`src/hw/rtl/b64sc_pkg.sv`:
```
// Shared types, constants and alphabet functions for the Base64 stream codec.
// No dependencies; used by base64_stream_codec_unit.
package b64sc_pkg;

   localparam logic [7:0] PadChar = 8'h3D;
   localparam int unsigned MaxResults = 4;
   localparam int unsigned CountWidth = $clog2(MaxResults + 1);

   typedef struct packed {
      logic       alpha;
      logic       pad;
      logic [5:0] value;
   } char_code_type;

   function automatic logic [7:0] sextet_to_char(input logic [5:0] s);
      logic [7:0] c;
      if (s < 6'd26) begin
         c = 8'h41 + {2'b00, s};
      end else if (s < 6'd52) begin
         c = 8'h61 + {2'b00, s - 6'd26};
      end else if (s < 6'd62) begin
         c = 8'h30 + {2'b00, s - 6'd52};
      end else if (s == 6'd62) begin
         c = 8'h2B;
      end else begin
         c = 8'h2F;
      end
      return c;
   endfunction

   function automatic char_code_type char_decode(input logic [7:0] c);
      char_code_type r;
      r = '0;
      if (c >= 8'h41 && c <= 8'h5A) begin
         r.alpha = 1'b1;
         r.value = 6'(c - 8'h41);
      end else if (c >= 8'h61 && c <= 8'h7A) begin
         r.alpha = 1'b1;
         r.value = 6'(c - 8'h61 + 8'd26);
      end else if (c >= 8'h30 && c <= 8'h39) begin
         r.alpha = 1'b1;
         r.value = 6'(c - 8'h30 + 8'd52);
      end else if (c == 8'h2B) begin
         r.alpha = 1'b1;
         r.value = 6'd62;
      end else if (c == 8'h2F) begin
         r.alpha = 1'b1;
         r.value = 6'd63;
      end else if (c == PadChar) begin
         r.pad = 1'b1;
      end
      return r;
   endfunction

endpackage

```
`src/hw/rtl/base64_stream_codec_unit.sv`:
```
// Base64 stream codec top level: input word register, group logic, result buffer.
// Depends on b64sc_pkg for the alphabet functions and buffer sizing.
//
// Streaming Base64 (standard alphabet, '=' padding). csr_wr_data selects
// decode (1) or encode (0); a write also clears any partial group. One input
// word can be taken every cycle unless a word with results waits for the
// result buffer to drain. A word that completes a group loads all of its
// results (four characters when encoding, up to three bytes when decoding,
// one error word on bad input) into a result buffer that drains one word per
// cycle while rsp_ready is high; this drain limits the sustained rate. The
// input word is registered, then its results are registered into the buffer.
module base64_stream_codec_unit (
   input  logic       clock,
   input  logic       reset,
   input  logic       csr_wr_en,
   input  logic       csr_wr_data,
   input  logic       req_valid,
   output logic       req_ready,
   input  logic [7:0] req_in_byte,
   input  logic       req_end_of_message,
   output logic       rsp_valid,
   input  logic       rsp_ready,
   output logic [7:0] rsp_out_byte,
   output logic       rsp_run_last,
   output logic       rsp_bad_char
);

   localparam int unsigned CntW = b64sc_pkg::CountWidth;

   logic        mode_ff, mode_in;
   logic [23:0] group_bits_ff, group_bits_in;
   logic [1:0]  group_cnt_ff, group_cnt_in;
   logic [1:0]  pad_ff, pad_in;

   logic        in_valid_ff, in_valid_in;
   logic [7:0]  in_byte_ff;
   logic        in_eom_ff;

   logic [7:0]  buf_ff [b64sc_pkg::MaxResults];
   logic [7:0]  buf_in [b64sc_pkg::MaxResults];
   logic [CntW-1:0] buf_cnt_ff, buf_cnt_in;
   logic        bad_ff, bad_in;

   logic        consume, buf_free, rsp_take;
   logic [CntW-1:0] res_cnt;
   logic [7:0]  res_byte [b64sc_pkg::MaxResults];
   logic        res_bad;

   logic [2:0]  enc_n;
   logic [23:0] enc_new, enc_sh;
   logic        enc_flush;

   b64sc_pkg::char_code_type cc;
   logic [2:0]  dec_p;
   logic [23:0] dec_new, dec_sh;
   logic [1:0]  dec_pad;
   logic        dec_flush, dec_err, dec_short;
   logic [3:0]  dec_data;

   assign rsp_take  = rsp_valid && rsp_ready;
   assign buf_free  = (buf_cnt_ff == '0) || (buf_cnt_ff == CntW'(1) && rsp_ready);
   assign consume   = in_valid_ff && ((res_cnt == '0) || buf_free);
   assign req_ready = !in_valid_ff || consume;

   assign rsp_valid    = buf_cnt_ff != '0;
   assign rsp_out_byte = buf_ff[0];
   assign rsp_run_last = buf_cnt_ff == CntW'(1);
   assign rsp_bad_char = bad_ff;

   // encode path
   always_comb begin
      enc_n     = {1'b0, group_cnt_ff} + 3'd1;
      enc_new   = {group_bits_ff[15:0], in_byte_ff};
      enc_flush = (enc_n >= 3'd3) || in_eom_ff;
      case (enc_n)
         3'd1:    enc_sh = {enc_new[7:0], 16'd0};
         3'd2:    enc_sh = {enc_new[15:0], 8'd0};
         default: enc_sh = enc_new;
      endcase
   end

   // decode path
   always_comb begin
      cc        = b64sc_pkg::char_decode(in_byte_ff);
      dec_p     = {1'b0, group_cnt_ff} + 3'd1;
      dec_new   = {group_bits_ff[17:0], cc.pad ? 6'd0 : cc.value};
      dec_pad   = pad_ff + {1'b0, cc.pad};
      dec_flush = (dec_p == 3'd4) || in_eom_ff;
      dec_err   = (!cc.alpha && !cc.pad) || (cc.pad && group_cnt_ff < 2'd2) ||
                  (cc.alpha && pad_ff != 2'd0);
      dec_data  = {1'b0, dec_p} - {2'b00, dec_pad};
      dec_short = (dec_data < 4'd2) || (dec_data > 4'd4);
      case (dec_p)
         3'd1:    dec_sh = {dec_new[5:0], 18'd0};
         3'd2:    dec_sh = {dec_new[11:0], 12'd0};
         3'd3:    dec_sh = {dec_new[17:0], 6'd0};
         default: dec_sh = dec_new;
      endcase
   end

   // results and next group state for the held word
   always_comb begin
      res_cnt       = '0;
      res_bad       = 1'b0;
      res_byte[0]   = 8'd0;
      res_byte[1]   = 8'd0;
      res_byte[2]   = 8'd0;
      res_byte[3]   = 8'd0;
      group_bits_in = group_bits_ff;
      group_cnt_in  = group_cnt_ff;
      pad_in        = pad_ff;
      if (!mode_ff) begin
         if (!enc_flush) begin
            group_bits_in = enc_new;
            group_cnt_in  = enc_n[1:0];
         end else begin
            res_cnt       = CntW'(4);
            res_byte[0]   = b64sc_pkg::sextet_to_char(enc_sh[23:18]);
            res_byte[1]   = b64sc_pkg::sextet_to_char(enc_sh[17:12]);
            res_byte[2]   = (enc_n >= 3'd2) ? b64sc_pkg::sextet_to_char(enc_sh[11:6])
                                            : b64sc_pkg::PadChar;
            res_byte[3]   = (enc_n >= 3'd3) ? b64sc_pkg::sextet_to_char(enc_sh[5:0])
                                            : b64sc_pkg::PadChar;
            group_bits_in = '0;
            group_cnt_in  = '0;
            pad_in        = '0;
         end
      end else begin
         if (dec_err || (dec_flush && dec_short)) begin
            res_cnt       = CntW'(1);
            res_bad       = 1'b1;
            group_bits_in = '0;
            group_cnt_in  = '0;
            pad_in        = '0;
         end else if (!dec_flush) begin
            group_bits_in = dec_new;
            group_cnt_in  = dec_p[1:0];
            pad_in        = dec_pad;
         end else begin
            res_cnt       = CntW'(dec_data[2:0] - 3'd1);
            res_byte[0]   = dec_sh[23:16];
            res_byte[1]   = dec_sh[15:8];
            res_byte[2]   = dec_sh[7:0];
            group_bits_in = '0;
            group_cnt_in  = '0;
            pad_in        = '0;
         end
      end
   end

   // result buffer: load on a producing word, else shift out one per take
   always_comb begin
      buf_in     = buf_ff;
      buf_cnt_in = buf_cnt_ff;
      bad_in     = bad_ff;
      if (consume && res_cnt != '0) begin
         buf_in     = res_byte;
         buf_cnt_in = res_cnt;
         bad_in     = res_bad;
      end else if (rsp_take) begin
         for (int i = 0; i < b64sc_pkg::MaxResults - 1; i++) begin
            buf_in[i] = buf_ff[i+1];
         end
         buf_cnt_in = buf_cnt_ff - CntW'(1);
      end
   end

   assign in_valid_in = req_ready ? req_valid : in_valid_ff;
   assign mode_in     = csr_wr_en ? csr_wr_data : mode_ff;

   always_ff @(posedge clock) begin
      if (reset) begin
         mode_ff       <= 1'b0;
         group_bits_ff <= '0;
         group_cnt_ff  <= '0;
         pad_ff        <= '0;
         in_valid_ff   <= 1'b0;
         buf_cnt_ff    <= '0;
         bad_ff        <= 1'b0;
      end else begin
         mode_ff     <= mode_in;
         in_valid_ff <= in_valid_in;
         buf_cnt_ff  <= buf_cnt_in;
         bad_ff      <= bad_in;
         if (csr_wr_en) begin
            group_bits_ff <= '0;
            group_cnt_ff  <= '0;
            pad_ff        <= '0;
         end else if (consume) begin
            group_bits_ff <= group_bits_in;
            group_cnt_ff  <= group_cnt_in;
            pad_ff        <= pad_in;
         end
      end
   end

   always_ff @(posedge clock) begin
      if (req_valid && req_ready) begin
         in_byte_ff <= req_in_byte;
         in_eom_ff  <= req_end_of_message;
      end
      buf_ff <= buf_in;
   end

   a_bad_only_decode: assert property (@(posedge clock) disable iff (reset)
      rsp_valid && rsp_bad_char |-> mode_ff && rsp_run_last)
      else $error("error word outside decode or not single");

   a_enc_group_bound: assert property (@(posedge clock) disable iff (reset)
      !mode_ff |-> group_cnt_ff != 2'd3 && pad_ff == 2'd0)
      else $error("encode group state out of range");

   a_pad_position: assert property (@(posedge clock) disable iff (reset)
      pad_ff != 2'd0 |-> group_cnt_ff >= 2'd3 || pad_ff == 2'd1 && group_cnt_ff == 2'd3 ||
                         group_cnt_ff == 2'd3)
      else $error("padding held in an early group position");

   a_buf_bound: assert property (@(posedge clock) disable iff (reset)
      buf_cnt_ff <= CntW'(b64sc_pkg::MaxResults))
      else $error("result buffer over capacity");

   a_no_overwrite: assert property (@(posedge clock) disable iff (reset)
      consume && res_cnt != '0 |-> buf_cnt_ff == '0 || (buf_cnt_ff == CntW'(1) && rsp_ready))
      else $error("result buffer overwritten before drained");

endmodule

```
`config.mk`:
```
export PLATFORM = sky130hd
export DESIGN_NAME = base64_stream_codec_unit
export DESIGN_NICKNAME = d
export VERILOG_FILES = /design/src/hw/rtl/b64sc_pkg.sv /design/src/hw/rtl/base64_stream_codec_unit.sv
export SDC_FILE = /design/constraint.sdc
export NUM_CORES = 1
export LEC_CHECK = 0
export BUFFER_PORTS_ARGS = -buffer_cell sky130_fd_sc_hd__buf_4
export CAP_MARGIN = 20
export CORE_ASPECT_RATIO = 0.5
export CORE_UTILIZATION = 45
export CTS_CLUSTER_SIZE = 8
export DETAILED_ROUTE_END_ITERATION = 10
export SLEW_MARGIN = 30
export SYNTH_ARGS = -nofsm -noshare
export SYNTH_HDL_FRONTEND = slang
export SYNTH_SLANG_ARGS = --single-unit
```
`constraint.sdc`:
```
create_clock -name clock -period 6.6 [get_ports clock]
set_clock_uncertainty 0.15 [all_clocks]
set_input_delay 1.32 -clock clock [delete_from_list [all_inputs] [get_ports clock]]
set_output_delay 1.32 -clock clock [all_outputs]
set_load 0.05 [all_outputs]
```
==> out/metrics.csv <==
metric,value,unit
cts_tree,yes,
tightest_slew,0.980,ns
area_growth,8.56,%
synth_common_cells,"72 x a21oi_1, 66 x nand2_1, 59 x ha_1",
dpl.hpwl,15600,um
root_buffer,clkbuf_16,
grt_overflow,0,
grt_start_max_net_pins,45,
ctsLongestPathBuffers,2,
cap_violations,0,
synthMuxAreaShare,1.45,%
min_period_over_period,92.7,%
p_per_area,263,mW/mm^2
initial_core_util,46.9,%
vias_per_cell,6.41,
drtAntennaViolNets,0,
vias,6634,
leakage,0.00277,uW
drt_wl_total,21400,um
ys_seq_area_share,26.0,%
worst_setup_path_start_kind,flop,
setup_tns,0,ns
die_area,0.0159,sq mm
yosys.area.top_type,edfxtp_1,
path_max_fanout,10,
place_congestion,0.913,
synth-edff-count,41,
core,0.0147,sq mm
synthCells,847,
fin_crit,6.12,ns
holdWs,0.374,ns
cts.sinks,69,
utilization,51.0,%
grt_pass1_vias,5876,
drtPass1Iterations,7,
synth_nets,923,
synth_top_area_share,17.8,%
ys_warn_count,0,
syn_area,0.00690,sq mm
drc_errors,0,
layout.area.seq,0.00179,sq mm
rsz0062_at_grt,no,
cts_made_buffers,9,
ir_drop,117,uV
synth_most_common_cell,a21oi_1,
fin_nets,908,
hold_path.class,flop to flop,
cts-resized-gates,0,
clk_pin_slew,0.06,ns
hold_buffers,0,
n_antenna_cell,0,
setup_viol,0,
report.final.slew_viol_count,0,
grt_pass1_wl,33400,um
synth_simple_gate_area_share,20.0,%
drive_gt1_share,9.32,%
rows,31,
hold_viol,0,
worst_ep_required_time,5.13,ns
crit_arrival,4.65,ns
post_drt_wl_per_cell,20.7,um
ys_seq_elements,69,
status,finished clean,
die_w,177,um
multi_input_area,0.00464,sq mm
path_class,flop to output pin,
ios,27,
post_cts_buffers,0,
dieHeight,89.6,um
synthDistinctLibCells,77,
fillers,1401,
avgSynthCellArea,8.15,sq um
first_iter_violations,660,
antenna_found_initial,0,
crit_path_end_kind,output pin,
synthAdderAreaFrac,11.3,%
track_usage,27.7,%
cts-htree-levels,3,
synth_top_family_by_area,compound AO/OA/AOI/OAI gates,
synth_xor_xnor_area_share,6.29,%
numPortBuffers,26,
slew_headroom,34.6,%
timing.fmax,163,MHz
async_flop_share,0,%
clkLatencyLatePin,0.34,ns
synth_compound_area_share,28.1,%
synth_ff_type,edfxtp_1,
synthTopCellsByArea,"edfxtp_1 18%, ha_1 11%, dfxtp_1 8.1%, a21oi_1 5.2%, o21ai_0 3.7%",
-- power by group --
part / switching, uW / internal, uW / leakage (uW)
clock network: 215 / 338 / 0.000159
registers: 66.6 / 601 / 0.000616
logic: 513 / 241 / 0.00200
-- layout make-up --
type	count	area share [%]
multi-input combinational	667	62.0
clock buffer	9	3.01
clock inverter	7	1.40
inverter	43	2.15
tap	198	3.31
timing repair buffer	42	4.21
sequential	69	23.9
-- final timing paths --
path | startpoint | to | slack [ns] | cells after the start
worst max-delay path | in_byte_ff[7]$_DFFE_PP_ | req_ready | 0.48 | 15
worst min-delay path | buf_ff[15]$_DFFE_PP_ | buf_ff[23]$_DFFE_PP_ | 0.37 | 2
worst max register to register | in_byte_ff[7]$_DFFE_PP_ | rsp_out_byte[2]$_DFFE_PP_ | 0.87 | 13
worst min register to register | buf_ff[15]$_DFFE_PP_ | buf_ff[23]$_DFFE_PP_ | 0.37 | 2
-- layout by cell type (no fill, tap or decap), types with 7 or more instances in the layout --
master,n
xnor2_1,27
nor3_1,20
edfxtp_1,41
o21ai_0,51
a22oi_1,24
clkbuf_16,9
mux2i_1,10
nor4_1,9
a21oi_1,72
nand3_1,15
a221oi_1,7
a31oi_1,19
or3_1,12
a211oi_1,28
nand2b_1,23
and2_1,13
nand2_1,65
dfxtp_1,28
o31ai_1,10
inv_1,42
nor2_1,53
xor2_1,20
ha_1,59
buf_4,42
-- critical path, cell delays in order, from the launching register on --
cell and delay, ns:
edfxtp_1 0.55, nand4bb_1 0.49, nor4bb_1 0.51, ha_1 0.22, ha_1 0.19, inv_1 0.06, fa_1 0.55, inv_1 0.07
ha_1 0.20, xnor2_1 0.14, xnor2_1 0.16, o2bb2ai_1 0.16, and4_1 0.23, a211oi_2 0.41, nand2_1 0.12, buf_4 0.24
-- metrics by stage --
step	setup slack (ns)	total power [uW]	std cells	instance area (sq um)
floorplan	1.12	1230	847	6900
global placement	1.07	1410	1019	7150
detailed placement	0.848	1420	1019	7160
CTS	0.494	1970	1035	7490
global route	0.165	2070	1035	7490
finish	0.480	1970	1035	7490
-- flip-flops by register name, summed over array words and instances, names as in the netlist --
name	cells
rsp_bad_char	1
pad_ff	2
in_valid_ff	1
buf_ff	24
in_byte_ff	8
buf_cnt_ff	3
group_bits_ff	18
group_cnt_ff	2
in_eom_ff	1
mode_ff	1
rsp_out_byte	8
-- metal layers --
| layer | up-vias | wire length, um | global-route usage [%] |
|---|---|---|---|
| li1 | 3115 | - | - |
| met1 | 3195 | 10100 | 38.9 |
| met2 | 309 | 9070 | 41.7 |
| met3 | 15 | 2060 | 7.91 |
| met4 | 0 | 207 | 6.58 |
| met5 | - | 0 | 0 |
-- cells by family after synthesis --
kind of cell | count (synthesis)
flops | 69
fa+ha+maj | 61
mux | 10
buf+inv | 111
compound gates | 286
simple gates | 262
xor+xnor | 48
Power figures use the tool's default switching activity.
